File: src/hdl/bat_pkg.sv
// shared types and codes for the breakpoint address table
package bat_pkg;

	localparam logic [1:0] REQ_LOOKUP = 2'd0;
	localparam logic [1:0] REQ_ADD    = 2'd1;
	localparam logic [1:0] REQ_DELETE = 2'd2;
	localparam logic [1:0] REQ_TOGGLE = 2'd3;

	localparam logic [2:0] ST_ADDED    = 3'd0;
	localparam logic [2:0] ST_PRESENT  = 3'd1;
	localparam logic [2:0] ST_REMOVED  = 3'd2;
	localparam logic [2:0] ST_NOTFOUND = 3'd3;
	localparam logic [2:0] ST_FULL     = 3'd4;
	localparam logic [2:0] ST_BADADDR  = 3'd5;

	localparam logic [2:0] OP_LOOKUP = 3'd0;
	localparam logic [2:0] OP_ADD    = 3'd1;
	localparam logic [2:0] OP_DELETE = 3'd2;
	localparam logic [2:0] OP_TOGGLE = 3'd3;
	localparam logic [2:0] OP_BAD    = 3'd4;

	localparam int GROUP_W = 32;
	localparam int LOCAL_W = 5;

	localparam int QUEUE_DEPTH = 2;
	localparam int QUEUE_PW    = 1;

	typedef struct packed {
		logic [1:0]  req_type;
		logic [31:0] bp_address;
		logic [7:0]  memory_byte;
	} req_item_t;

	typedef struct packed {
		logic [2:0] status;
		logic       was_present;
		logic [7:0] saved_byte;
	} rsp_item_t;

	typedef struct packed {
		logic [2:0]  op;
		logic [31:0] addr;
		logic [7:0]  mem_byte;
	} op_t;

endpackage

File: src/hdl/bat_req_if.sv
// request channel: valid, ready and one request item
interface bat_req_if;
	logic                valid;
	logic                ready;
	bat_pkg::req_item_t  data;

	modport source (output valid, output data, input ready);
	modport sink (input valid, input data, output ready);
endinterface

File: src/hdl/bat_front.sv
// front end: accepts request items and classifies them into operations
module bat_front (
	input  logic          clk,
	input  logic          arst_n,
	bat_req_if.sink       req,
	output logic          push_valid,
	input  logic          push_ready,
	output bat_pkg::op_t  push_data
);

	logic         valid_s1;
	bat_pkg::op_t op_s1;
	bat_pkg::op_t op_next;

	assign req.ready  = !valid_s1 || push_ready;
	assign push_valid = valid_s1;
	assign push_data  = op_s1;

	always_comb begin
		op_next.addr     = req.data.bp_address;
		op_next.mem_byte = req.data.memory_byte;
		unique case (req.data.req_type)
			bat_pkg::REQ_LOOKUP: op_next.op = bat_pkg::OP_LOOKUP;
			bat_pkg::REQ_ADD:    op_next.op = bat_pkg::OP_ADD;
			bat_pkg::REQ_DELETE: op_next.op = bat_pkg::OP_DELETE;
			bat_pkg::REQ_TOGGLE: op_next.op = bat_pkg::OP_TOGGLE;
			default:             op_next.op = bat_pkg::OP_LOOKUP;
		endcase
		// address zero is rejected as a bad address
		if (req.data.bp_address == 32'd0) begin
			op_next.op = bat_pkg::OP_BAD;
		end
	end

	always_ff @(posedge clk or negedge arst_n) begin
		if (!arst_n) begin
			valid_s1 <= 1'b0;
		end else if (req.ready) begin
			valid_s1 <= req.valid;
		end
	end

	always_ff @(posedge clk) begin
		if (req.valid && req.ready) begin
			op_s1 <= op_next;
		end
	end

endmodule

File: src/flat_wrapper.sv
// flat-port wrapper written by rule: the top's interface ports become plain ports
module bat_front_flat 
  (clk, arst_n, push_valid, push_ready, push_data, req_valid, req_data, req_ready);
  bat_req_if req_i ();
  input  logic clk;
  input  logic arst_n;
  output logic push_valid;
  input  logic push_ready;
  output bat_pkg::op_t push_data;
  input wire logic [$bits(req_i.valid)-1:0] req_valid;
  input wire logic [$bits(req_i.data)-1:0] req_data;
  output wire logic [$bits(req_i.ready)-1:0] req_ready;
  assign req_i.valid = req_valid;
  assign req_i.data = req_data;
  assign req_ready = req_i.ready;
  bat_front u_core (.clk(clk), .arst_n(arst_n), .req(req_i), .push_valid(push_valid), .push_ready(push_ready), .push_data(push_data));
endmodule
File: config.mk
export PLATFORM = sky130hd
export DESIGN_NAME = bat_front_flat
export DESIGN_NICKNAME = d
export VERILOG_FILES = /design/src/hdl/bat_pkg.sv /design/src/hdl/bat_req_if.sv /design/src/hdl/bat_front.sv /design/src/flat_wrapper.sv
export SDC_FILE = /design/constraint.sdc
export NUM_CORES = 1
export LEC_CHECK = 0
export BUFFER_PORTS_ARGS = -buffer_cell sky130_fd_sc_hd__buf_2
export CORE_UTILIZATION = 41
export CTS_CLUSTER_DIAMETER = 200
export CTS_CLUSTER_SIZE = 20
export DETAILED_ROUTE_END_ITERATION = 12
export PLACE_DENSITY_LB_ADDON = 0.1
export SETUP_SLACK_MARGIN = 0.05
export SYNTH_ARGS = -nofsm -noshare
export SYNTH_HDL_FRONTEND = slang
export SYNTH_SLANG_ARGS = --single-unit
File: constraint.sdc
create_clock -name clk -period 2.6 [get_ports clk]
set_clock_uncertainty 0.05 [all_clocks]
set_input_delay 0.52 -clock clk [delete_from_list [all_inputs] [get_ports clk]]
set_output_delay 0.52 -clock clk [all_outputs]
set_load 0.1 [all_outputs]
**Word level (Yosys, flattened, before mapping)**

Cells that the tools add are included.

- Flip-flop bits (word level): 44
- Logic and storage cells: 13
- Input bits: 46

- Reduce and logical (&&, ||, !) cells: 5
- Multiplexer cells: 1
- Equal/unequal tests: 3

Operators by type and width:

| kind | number |
|---|---|
| $logic_not 32->1 | 1 |
| $pmux 3 s4 | 1 |
| $eq 2x2->1 const B | 2 |
| $eq 2x1->1 const B | 1 |
| $logic_not 2->1 | 1 |
| $logic_and 1x1->1 | 1 |
| $logic_not 1->1 | 1 |
| $logic_or 1x1->1 | 1 |

**Depth between registers and ports, before layout**

- Depth in word-level cells: 3
- Gate-level depth with buffers: 3

**Least setup slack after synthesis**

Ideal clock, no wire load.

- Path type: register to register
- Start point: reg u_core.valid_s1, in the netlist u_core.push_valid
- End point: reg u_core.op_s1, in the netlist u_core.push_data[0] (enable)
- Cell stages (with the launch flop): 3
- Data required time: 2,146 ps
- Arrival time: 2,820 ps
- Setup slack: -675 ps
- Cell sequence: dfrtp_1 -> nand2b_1 -> and2_1

- Cells in the longest elaborated chain, start to end: 3

RTL lines:

| item | RTL line | text |
|---|---|---|
| from (decl) | bat_front.sv:11 | `logic valid_s1;` |
| from (signal assigned) | bat_front.sv:39 | `valid_s1 <= req.valid;` |
| $logic_not 1->1 | bat_front.sv:15 | `assign req.ready = !valid_s1 \|\| push_ready;` |
| $logic_or 1x1->1 | bat_front.sv:15 |  |
| via req_ready | flat_wrapper.sv:12 | `output wire logic [$bits(req_i.ready)-1:0] req_ready;` |
| $logic_and 1x1->1 | bat_front.sv:44 | `if (req.valid && req.ready) begin` |
| to (signal assigned) | bat_front.sv:45 | `op_s1 <= op_next;` |
| to (decl) | bat_front.sv:12 | `bat_pkg::op_t op_s1;` |

The timed path passes the listed nets, and every way through them passes these cells.
A chain may end at the register's enable or synchronous reset.

**Worst setup path in the final report**

- Start point: reg u_core.valid_s1, in the netlist u_core.push_valid
- End point: out req_ready

- Cells in the longest elaborated chain, start to end: 2

RTL lines:

| item | RTL line |
|---|---|
| $logic_not 1->1 | bat_front.sv:15 |
| $logic_or 1x1->1 | bat_front.sv:15 |
| to (decl) | flat_wrapper.sv:12 |

No other way between the ends.

==> results by group <==
Timing
  • Setup TNS: 0 ns
  • Final min period: 1.82 ns
  • Final Hold Viols: 0
  • Crit share post-route: 0.699
  • Final setup viols: 0
  • RSZ-0062 raised after global routing: false
  • Max Freq: 550 MHz
  • Pins Over Slew Limit: 0
  • Hold Slack: 0.292 ns
  • Setup ws final: around 0.78 ns
  • Least-Margin Pin Slew: 0.495 ns
  • Relative slew slack: 0.670

Synthesis
  • Adder-Cell Fraction of Synth Area: 0
  • Largest family of logic cells by synthesized area: simple AND/OR/NAND/NOR gates
  • Mapped Nets: 106
  • Synth Area in Compound Gates: 0.0105
  • Multiplexer share of the synthesized area: 0
  • Post-synthesis cell area: about 1400 sq um
  • Library cells used by synthesis: 7
  • Post-Synth XOR/XNOR Area: 0
  • YS warnings: 0
  • Post-synthesis sequential area ratio: 0.924
  • Synth Register Bits: 44
  • Avg Inst Size Synth: between 20 and 25 sq um
  • Cells after Synth: 60
  • Simple logic cell fraction of the synthesized area: 0.0650

Clock tree
  • Clock sinks: 44
  • CTS clk-pin slew, worst paths: 0.12 ns
  • Worst skew pair latency: 0.34 ns
  • Resized cells post-CTS: 0
  • Clock root buffer: clkbuf_4
  • CTS tree: done
  • H-tree depth: 2
  • Clock Path Buffers: 2
  • TritonCTS buffer count: 5

GRT
  • Vias in the first global route: between 800 and 900
  • First-pass GRT wire length: around 3700 um
  • Met1 track demand over resource: 0.154
  • Largest net degree at the start of global routing: 24
  • Grt total ovfl: 0
  • Global Route Usage Sum: 0.151
  • Initial antenna violation count: 0
  • Met2 usage in global routing: 0.245
  • Busiest grt layer: met2
  • Met3 usage in global routing: 0.0661

Finish
  • # diodes: 0
  • Final core area utilization: 0.612
  • Share of cells above drive strength 1: 0.619
  • # nets final: 205
  • Synth-to-layout area growth: 43.3%

Routing
  • DR vias: roughly 940
  • DRC viols: 0
  • Vias per inst: 4.55
  • DR WL/cell: 12.3 um
  • Routed WL: 2540 um
  • Initial DRC count: 34
  • Final ANT Viol Nets: 0
  • DR pass1 iterations: 4

Critical path
  • CP max FO: 3
  • Crit path arrival time: 1.25 ns
  • Crit path kind: reg -> out
  • Worst setup EP type: output pin
  • CP Launch Type: flop
  • WP data required: just over 2 ns

Placed design
  • Detailed placement HPWL: 1980 um
  • Final GP Congestion: about 0.68
  • Worst slack at placement: 0.801 ns
  • PortBufs: 90

Floorplan
  • Rows: 21
  • Die width: 60.9 um
  • Initial Utilization: 0.427
  • Die Area: 3710 sq um
  • Area of the core: between 3000 and 4000 sq um
  • Io pins: 91
  • Die Y-Extent: approximately 61 um

Pwr
  • Power Dens Cells: 786 nW/um^2
  • Clock Power Share: 0.246
  • Max VDD drop: ~0.45 mV
  • Logic pwr share: 0.235
  • Seq pwr share: 0.519
  • Cell Int Power: 1.08 mW
  • P_sw: 528 uW
  • LEAKAGE: 0.855 nW
  • Switch share: 0.329

Flow run
  • Total of max-cap violations: 0

Hold path
  • Worst Hold Class: in -> reg

Run status
  • Outcome: finished clean
## worst max-delay path, cell delays in order, from the launching register on
cell and delay [ns]:
dfrtp_1 0.40, nand2b_2 0.08, buf_2 0.42
## registers in the layout, summed over array words and instances (netlist names)
signal	cells
u_core.push_valid	1
u_core.push_data	43
## area by class of cell
class / instances / area [sq um]
sequential: 44 / 1320
fill: 285 / 1300
timing repair buffer: 92 / 480
multi-input combinational: 16 / 111
tap: 46 / 57.6
clock buffer: 5 / 37.5
clock inverter: 3 / 37.5
## per-stage QoR
stage	power (mW)	instance area [sq um]	std cells
3_3_place_gp	1.22	1960	197
6_report	1.60	2040	206
3_5_place_dp	1.23	1960	197
2_1_floorplan	1.15	1430	60
4_1_cts	1.62	2040	206
5_1_grt	1.66	2040	206
## power groups by stage
stage               Clock (mW)  Sequential (mW)  Combinational, mW
floorplan                    0             1.12             0.0259
global placement             0            0.848              0.375
detailed placement           0            0.849              0.378
CTS                      0.406            0.833              0.380
global route             0.432            0.837              0.391
finish                   0.395            0.832              0.377
## layout by cell type (no fill, tap or decap)
cell type	count
buf_2	90
edfxtp_1	43
nor4_1	8
clkbuf_4	5
and4_1	2
a21boi_0	2
clkinv_1	2
nand2b_2	1
and2_2	1
and2_1	1
nand2b_1	1
bufinv_16	1
dlygate4sd3_1	1
buf_12	1
dfrtp_1	1
## per-layer routing
layer / routed length, um / part of all wire
met1: 928 / 0.37
met2: 1310 / 0.52
met3: 252 / 0.099
met4: 51 / 0.020
met5: 0 / 0
## synthesized netlist by cell type
library cell  count  share of area
dfrtp_1           1          0.018
and4_1            2          0.012
and2_1            2         0.0088
nand2b_1          2         0.0088
a21boi_0          2          0.011
edfxtp_1         43           0.91
nor4_1            8          0.035
## timing repair
| item | in CTS | in global routing |
|---|---|---|
| buffers inserted | 0 | 0 |
| hold endpoints to repair | 1 | 0 |
| hold buffers | 1 | 0 |
## final timing paths
check,startpoint,to,slack (ns),cells past startpoint
max,u_core.push_valid,req_ready,0.78,2
min,req_data[2],u_core.push_data[2],0.29,1
max reg2reg,u_core.push_valid,u_core.push_data[8],1.08,3
min reg2reg,u_core.push_valid,u_core.push_valid,0.48,2
max in group asynchronous,arst_n,u_core.push_valid,1.98,2
min in group asynchronous,arst_n,u_core.push_valid,0.44,2
## cells by family after synthesis
logic type,Yosys count
AOI/OAI and AO/OA,2
DFF,44
and+or+nand+nor,14
Power figures use the tool's default switching activity.
