===== src/hdl/bat_pkg.sv =====
// shared types and codes for the breakpoint address table
package bat_pkg;

	localparam logic [1:0] REQ_LOOKUP = 2'd0;
	localparam logic [1:0] REQ_ADD    = 2'd1;
	localparam logic [1:0] REQ_DELETE = 2'd2;
	localparam logic [1:0] REQ_TOGGLE = 2'd3;

	localparam logic [2:0] ST_ADDED    = 3'd0;
	localparam logic [2:0] ST_PRESENT  = 3'd1;
	localparam logic [2:0] ST_REMOVED  = 3'd2;
	localparam logic [2:0] ST_NOTFOUND = 3'd3;
	localparam logic [2:0] ST_FULL     = 3'd4;
	localparam logic [2:0] ST_BADADDR  = 3'd5;

	localparam logic [2:0] OP_LOOKUP = 3'd0;
	localparam logic [2:0] OP_ADD    = 3'd1;
	localparam logic [2:0] OP_DELETE = 3'd2;
	localparam logic [2:0] OP_TOGGLE = 3'd3;
	localparam logic [2:0] OP_BAD    = 3'd4;

	localparam int GROUP_W = 32;
	localparam int LOCAL_W = 5;

	localparam int QUEUE_DEPTH = 2;
	localparam int QUEUE_PW    = 1;

	typedef struct packed {
		logic [1:0]  req_type;
		logic [31:0] bp_address;
		logic [7:0]  memory_byte;
	} req_item_t;

	typedef struct packed {
		logic [2:0] status;
		logic       was_present;
		logic [7:0] saved_byte;
	} rsp_item_t;

	typedef struct packed {
		logic [2:0]  op;
		logic [31:0] addr;
		logic [7:0]  mem_byte;
	} op_t;

endpackage


===== src/hdl/bat_queue.sv =====
// short fifo between front end and table engine
module bat_queue (
	input  logic          clk,
	input  logic          arst_n,
	input  logic          push_valid,
	output logic          push_ready,
	input  bat_pkg::op_t  push_data,
	output logic          pop_valid,
	input  logic          pop_ready,
	output bat_pkg::op_t  pop_data
);

	bat_pkg::op_t                  slot_q [bat_pkg::QUEUE_DEPTH];
	logic [bat_pkg::QUEUE_PW-1:0]  wr_ptr_q;
	logic [bat_pkg::QUEUE_PW-1:0]  rd_ptr_q;
	logic [bat_pkg::QUEUE_PW:0]    count_q;
	logic                          do_push;
	logic                          do_pop;

	assign push_ready = count_q != (bat_pkg::QUEUE_PW+1)'(bat_pkg::QUEUE_DEPTH);
	assign pop_valid  = count_q != '0;
	assign pop_data   = slot_q[rd_ptr_q];
	assign do_push    = push_valid && push_ready;
	assign do_pop     = pop_valid && pop_ready;

	always_ff @(posedge clk or negedge arst_n) begin
		if (!arst_n) begin
			wr_ptr_q <= '0;
			rd_ptr_q <= '0;
			count_q  <= '0;
		end else begin
			if (do_push) begin
				wr_ptr_q <= wr_ptr_q + 1'b1;
			end
			if (do_pop) begin
				rd_ptr_q <= rd_ptr_q + 1'b1;
			end
			if (do_push && !do_pop) begin
				count_q <= count_q + 1'b1;
			end else if (do_pop && !do_push) begin
				count_q <= count_q - 1'b1;
			end
		end
	end

	always_ff @(posedge clk) begin
		if (do_push) begin
			slot_q[wr_ptr_q] <= push_data;
		end
	end

endmodule


===== config.mk =====
export PLATFORM = sky130hd
export DESIGN_NAME = bat_queue
export DESIGN_NICKNAME = d
export VERILOG_FILES = /design/src/hdl/bat_pkg.sv /design/src/hdl/bat_queue.sv
export SDC_FILE = /design/constraint.sdc
export NUM_CORES = 1
export LEC_CHECK = 0
export ABC_AREA = 0
export BUFFER_PORTS_ARGS = -buffer_cell sky130_fd_sc_hd__buf_4
export CORE_ASPECT_RATIO = 1.75
export CORE_UTILIZATION = 30
export DETAILED_ROUTE_END_ITERATION = 6
export PLACE_DENSITY = 0.63
export SYNTH_ARGS = -nofsm -noshare
export SYNTH_HDL_FRONTEND = slang
export SYNTH_SLANG_ARGS = --single-unit

===== constraint.sdc =====
create_clock -name clk -period 2.85 [get_ports clk]
set_input_delay 0.1425 -clock clk [delete_from_list [all_inputs] [get_ports clk]]
set_output_delay 0.1425 -clock clk [all_outputs]
set_load 0.01 [all_outputs]

# --- Word level (Yosys, flattened, before mapping) ---
# Memories as Yosys holds them, arrays and structs flattened.
# Index checks and enable logic that the tools add are counted.
totals:
  regBits: 4
  out_inout_bits: 45
  ramBits: 86
  latchBits: 0
  n_memories: 1
  mem_bits_ro: 0
op_classes:
  n_mul: 0
  add_sub_neg: 4
  bitwise_logic: 0
  shift: 0
  eq_ne: 1
  muxes: 4
  reduce_logical: 8
  n_lt_le_gt_ge: 0
  div: 0
memory_table:
  columns: ["name", "depth", "word_bits", "read_ports", "rd_ports_with_merged_regs", "write_ports", "line_no", "source"]
  rows:
  - ["slot_q", 2, 43, 1, 0, 1, "bat_queue.sv:13", "bat_pkg::op_t slot_q [bat_pkg::QUEUE_DEPTH];"]
ops:
  columns: ["operator", "n"]
  rows:
  - ["1-bit logical AND", 4]
  - ["2-bit 2-to-1 mux", 2]
  - ["2-bit nonzero test", 2]
  - ["1-bit adder, second input constant", 2]
  - ["2-bit by 1-bit adder with 2-bit output, second input constant", 1]
  - ["1-bit zero test", 2]
  - ["1-bit 2-to-1 mux", 2]
  - ["2-bit != test, second input constant", 1]
  - ["2-bit by 1-bit subtractor with 2-bit output, second input constant", 1]

# --- Logic depth before layout (Yosys ltp) ---
# Gate-level depths: netlist of run 1.
logic_depth:
  depth_word: 6
  depth_mapped: 7
  mapped_depth_nobuf: 7

# --- Worst setup path after synthesis of run 1 ---
# No wires, ideal clock.
synth_timing:
  path_kind: "reg2reg"
  from: "register count_q[0] in the netlist's numbering"
  to: "memory slot_q[0][0] in the netlist's numbering (enable)"
  synth_period_minus_slack_ps: 2952
  n_path_buf: 0
  arrival_time_ps: 2508
  path_slack_ps: -102
  path_stages_with_launch: 4
  required_ps: 2407
  path_cell_list: "dfrtp_1 -> nand2b_1 -> nand2_1 -> nor2_1"
synth_between:
  elab_chain_len: 4
synth_rtl:
  columns: ["element", "line_no", "source"]
  rows:
  - ["start, declared", "bat_queue.sv:16", "logic [bat_pkg::QUEUE_PW:0] count_q;"]
  - ["start signal, assigned", "bat_queue.sv:39", "count_q <= count_q + 1'b1;"]
  - ["start signal, assigned", "bat_queue.sv:41", "count_q <= count_q - 1'b1;"]
  - ["2-bit != test", "bat_queue.sv:20", "assign push_ready = count_q != (bat_pkg::QUEUE_PW+1)'(bat_pkg::QUEUE_DEPTH);"]
  - ["net push_ready", "bat_queue.sv:6", "output logic push_ready,"]
  - ["1-bit logical AND", "bat_queue.sv:23", "assign do_push = push_valid && push_ready;"]
  - ["1-bit 2-to-1 mux", "bat_queue.sv:47", "if (do_push) begin"]
  - ["1-bit 2-to-1 mux (implied by the code)", "bat_queue.sv:48", "slot_q[wr_ptr_q] <= push_data;"]
  - ["end, declared", "bat_queue.sv:13", null]
# The timed path passes the listed nets, and every way through them passes these cells.

==> run summary, run 1 <==
Run status: finished, final reports clean
Final GP Congestion: 0.688
Clk sink count: 90
Setup CP Type: register to primary output
Core area: 11200 um^2
Area occupied by multi-input gates: 729 um^2
Worst r2r src: count_q[0]
Global-route wire length before repair: 9650 um
Via count: 1840
Placed inst area: 4320 um^2
PD cells: 932 nW/um^2
Max cap viols: 0
Reg2Reg Depth: 3
Setup TNS: 0 ns
RSZ-0062 raised after global routing: no
Final Util: 44.9%
WHS Path Cells: 3
Final period util: 72.7%
Remaining DRCs: 0
Placed insts: 374
Final Hold Viols: 0
Pin count of the biggest net entering global routing: 27
Reg2reg end: slot_q[1][0]
Area growth syn-to-layout: 44.1%
Least-Margin Pin Slew: 0.626 ns
Hold Path Class: input port to register
Initial Util: 31.1%
Detail Placement HPWL: 4230 um
LEAKAGE: 2.01 nW
Final number of setup-violating endpoints: 0
Period minus WS final: 2.07 ns
Layout cells sized above 1: 52.0%
Layout net count: 345
Critical path endpoint category: primary output
Post-Syn Instances: 152
Average wire per standard cell: 14.5 um
First-iteration detailed-routing DRC count: 44
CTS buffer count: 9
Final non-filler cell total: 435
CP max stage delay: 0.77 ns
Fmax: 483 MHz
Vias in the first global route: 2002
1st-pass router iterations: 4
Detailed Route WL: 6320 um
Post-synthesis sequential area ratio: 76.7%
Slew headroom: 58.2%
Fin Clk Skew: 0.00341 ns
Synth Area per Inst: 23.0 um^2
DRT antenna net count: 0
All-Layer GR Usage: 11.0%
Grt total ovfl: 0
Hold EP: rd_ptr_q
Post-CTS setup buffers: 0
CTS tree: done
Worst setup SP type: register
CP required: 2.71 ns
Max-slew violations: 0
Synth Cell Area: 3500 um^2
Count of cell types in the netlist: 15
Die Span X: 83.6 um
Ys Warns: 0
Worst-path cell chain: buf_12 > mux2_2 > buf_4
Row count: 51
Die height: 145 um
R2R Setup Slk: 1.02 ns
Seq cells post-synth: 90
CTS Buffer Depth: 2
Mapped Nets: 200
Worst-Skew Late Latency: 0.34 ns
CTS Root Cell: clkbuf_16
# IOs: 92
Reg clk slew, reported paths: 0.06 ns
CTS H-tree lvls: 3
Hold path startpoint: pop_ready
Area occupied by registers: 2680 um^2
Die Area: 12100 um^2
Critical path peak fanout: 26
Number of port buffers: 91
Vias per cell: 4.23
Critical path's slowest cell: dfrtp_2
FILL cells: 1015
CP Data Arrival Time: 1.93 ns
Maximum VDD drop: 0.469 mV
Final design area excluding fillers: 5040 um^2
Initial antenna violation count: 1
==> how the worst max path moves through the flow <==
stage	slack (ns)	end	cells after the start	from
finish	0.78	pop_data[22]	3	rd_ptr_q
global route	0.68	pop_data[28]	3	rd_ptr_q
CTS	0.73	pop_data[22]	3	rd_ptr_q
detailed placement	0.97	slot_q[1][24]	3	count_q[0]
global placement	1.03	slot_q[1][40]	3	count_q[0]
floorplan	0.61	slot_q[0][0]	3	count_q[0]
==> Yosys cell counts <==
| library cell | number | share of area, % |
|---|---|---|
| or2_1 | 1 | 0.18 |
| nand2b_1 | 1 | 0.18 |
| nand2_1 | 2 | 0.21 |
| inv_1 | 1 | 0.11 |
| nor2_1 | 2 | 0.21 |
| buf_12 | 4 | 2.3 |
| and3_1 | 1 | 0.18 |
| xor2_1 | 2 | 0.50 |
| ha_1 | 1 | 0.36 |
| mux2_2 | 4 | 1.3 |
| buf_6 | 1 | 0.32 |
| mux2_4 | 39 | 17 |
| xnor2_1 | 3 | 0.75 |
| dfrtp_1 | 4 | 2.9 |
| edfxtp_1 | 86 | 74 |
==> through the flow <==
stage | hold WS (ns) | worst slack [ns] | power, mW
floorplan | -0.153 | 0.610 | 3.05
global placement | -0.0579 | 1.03 | 3.62
detailed placement | -0.0568 | 0.969 | 3.65
CTS | 0.000882 | 0.733 | 4.79
global route | 0.136 | 0.677 | 4.95
finish | 0.112 | 0.778 | 4.70
==> critical path, delay by kind of cell (launching register included) <==
kind,cells,cell delay [ns]
buffers and inverters,2,0.45
DFF,1,0.77
muxes,1,0.36
==> timing repair <==
item / 4_1_cts / 5_1_grt
endpoints found under the hold margin: 88 / 2
hold buffers: 43 / 1
gates resized for setup: 0 / 0
==> power by group <==
part | leakage [nW] | switching, mW | internal, mW
logic | 1.03 | 0.691 | 0.966
clock network | 0.133 | 0.475 | 0.595
registers | 0.845 | 0.160 | 1.81
total | 2.01 | 1.33 | 3.37
==> logic make-up (layout without fill, tap and decap cells) <==
kind of cell	count (synthesis)	in the layout	share of synthesized area, %
other cells	0	1	0
buf+inv	6	156	2.72
simple gates	7	7	0.966
xor+xnor	5	5	1.25
flops	90	90	76.7
mux	43	43	18.0
fa+ha+maj	1	1	0.358
==> registers in the layout, summed over array words and instances, names as in the netlist <==
| signal | flops |
|---|---|
| count_q | 2 |
| rd_ptr_q | 1 |
| slot_q | 86 |
| wr_ptr_q | 1 |
==> metal layers <==
metal	GRT usage, %	part of all wire, %	up-vias
li1	-	-	879
met1	10.5	35	889
met2	20.1	57	57
met3	2.95	4.8	15
met4	8.03	3.3	0
met5	0	0	-
==> layout by cell type (no fill, tap or decap) <==
cell type,instances
inv_6,3
dlygate4sd3_1,44
and3_2,1
nor2_4,1
ha_1,1
buf_4,93
edfxtp_1,86
clkbuf_16,9
diode_2,1
or2_1,1
xor2_1,2
dfrtp_1,3
mux2_2,4
clkinv_2,2
buf_12,2
inv_1,1
clkinvlp_4,2
dfrtp_2,1
mux2_4,39
nand2_1,2
nand2b_1,1
nor2_1,1
xnor2_1,3
==> cell type report <==
class / count / share of cell area [%]
flip-flops and latches: 90 / 53.3
repair buffers: 139 / 23.4
multi-input cells: 56 / 14.5
clock buffers: 9 / 4.47
well taps: 132 / 3.28
clock inverters: 7 / 1.02
inverters: 1 / 0.0745
diodes: 1 / 0.0497
(Power assumes the default switching activity.)
==> run 2: changes to the inputs <==
Settings changed: PLACE_DENSITY 0.63 to 0.61.
Clock period 2.85 ns to 2.1 ns, I/O delays scaled along.
==> run summary, run 2 (synthesis results as in run 1) <==
Global-route wire length before repair: 9690 um
All-Layer GR Usage: 10.8%
Max cap viols: 0
CTS tree: done
Fmax: 541 MHz
Pin count of the biggest net entering global routing: 44
Period minus WS final: 1.85 ns
Placed inst area: 4330 um^2
WHS Path Cells: 3
Die Span X: 83.6 um
Layout cells sized above 1: 51.2%
Final design area excluding fillers: 5050 um^2
P_sw: 1.76 mW
Detailed Route WL: 6320 um
FILL cells: 1000
Row count: 51
Top reg by flops: slot_q
Total power: 6.44 mW
CTS resizes: 0
Max-slew violations: 0
Reg2reg end: count_q[1]
Die Area: 12100 um^2
Reg2Reg Depth: 7
Comb power frac: 35.8%
CP required: 2.00 ns
Final number of setup-violating endpoints: 0
Post-CTS setup buffers: 0
Setup slack at placement: 0.509 ns
LEAKAGE: 2.02 nW
Commonest non-fill, non-tap cell in the layout: buf_4
Least-Margin Pin Slew: 0.325 ns
RSZ-0062 raised after global routing: no
Sw Share: 27.3%
CTS Buffer Depth: 2
Final Hold Viols: 0
Worst setup SP type: register
Setup CP Type: register to primary output
Remaining DRCs: 0
Setup ws final: 0.250 ns
Slew headroom: 78.3%
Worst-Skew Late Latency: 0.33 ns
1st-pass router iterations: 4
CTS buffer count: 9
Initial Util: 31.1%
Most frequent cells in the layout: 94 x buf_4, 86 x edfxtp_1, 44 x dlygate4sd3_1, 39 x mux2_4, 9 x clkbuf_16
Internal: 4.68 mW
Die height: 145 um
R2R Setup Slk: 0.50 ns
Final non-filler cell total: 435
Hold Path Class: input port to register
Final GP Congestion: 0.648
Reg clk slew, reported paths: 0.06 ns
Setup TNS: 0 ns
Average wire per standard cell: 14.5 um
Run status: finished, final reports clean
Worst r2r src: count_q[0]
Seq pwr share: 40.8%
Placed insts: 375
Hold path startpoint: pop_ready
CTS Root Cell: clkbuf_16
Worst Setup SP: rd_ptr_q
Post-CTS Hold Fix Bufs: 44
Final Util: 45.0%
Clk sink count: 90
Area growth syn-to-layout: 44.5%
Via count: 1851
Ant diodes: 0
Vias in the first global route: 1884
Max reg flops: 86
DRT antenna net count: 0
First-iteration detailed-routing DRC count: 64
Number of port buffers: 91
Detail Placement HPWL: 4110 um
Fin Clk Skew: 0.00465 ns
Clock share of power: 23.5%
CP Data Arrival Time: 1.74 ns
Vias per cell: 4.26
# IOs: 92
Initial antenna violation count: 0
Final period util: 88.1%
Maximum VDD drop: 0.739 mV
PD cells: 1280 nW/um^2
Hold EP: rd_ptr_q
Grt total ovfl: 0
Top flop regs: slot_q: 86 flops, count_q: 2 flops
Hold WS: 0.0812 ns
Critical path endpoint category: primary output
CTS H-tree lvls: 3
Critical path peak fanout: 17
Core area: 11200 um^2
Layout net count: 346
run 2: changes by cell type in the layout (fill, tap and decap cells not counted):
cell        delta
buf_4          +1
bufinv_16      +1
clkinv_1       +3
clkinv_4       +1
clkinvlp_4     -2
diode_2        -1
inv_6          -3
run 2: area by class of cell:
type	instances	area (um^2)	area share, %
Clock buffer	9	225	4.46
Inverter	1	3.75	0.0743
Timing Repair Buffer	140	1190	23.5
Clock inverter	7	60.1	1.19
Sequential cell	90	2680	53.1
Tap cell	132	165	3.27
Multi-Input combinational cell	56	729	14.4
run 2: worst max-delay path: stages, from the launching register on:
cell and delay (ns):
dfrtp_2 0.54, buf_4 0.38, mux2_4 0.34, buf_4 0.14
run 2: layer usage:
metal / vias up / share of wire [%] / GRT usage [%]
met5: - / 0 / 0
met4: 0 / 2.1 / 6.16
met3: 7 / 3.6 / 2.61
met2: 48 / 56 / 19.3
met1: 913 / 38 / 11.6
li1: 883 / - / -
run 2: worst max-delay path by stage:
stage / cells past startpoint / end
3_5_place_dp: 7 / count_q[1]
5_1_grt: 3 / pop_data[33]
3_3_place_gp: 3 / pop_data[41]
6_report: 3 / pop_data[19]
2_1_floorplan: 2 / slot_q[1][0]
4_1_cts: 3 / pop_data[34]
run 2: power groups by stage:
stage	sequential (mW)	clock, mW	combinational (mW)
3_5_place_dp	2.67	0	2.29
5_1_grt	2.67	1.64	2.48
4_1_cts	2.64	1.55	2.37
3_3_place_gp	2.65	0	2.28
2_1_floorplan	2.59	0	1.54
6_report	2.63	1.51	2.30
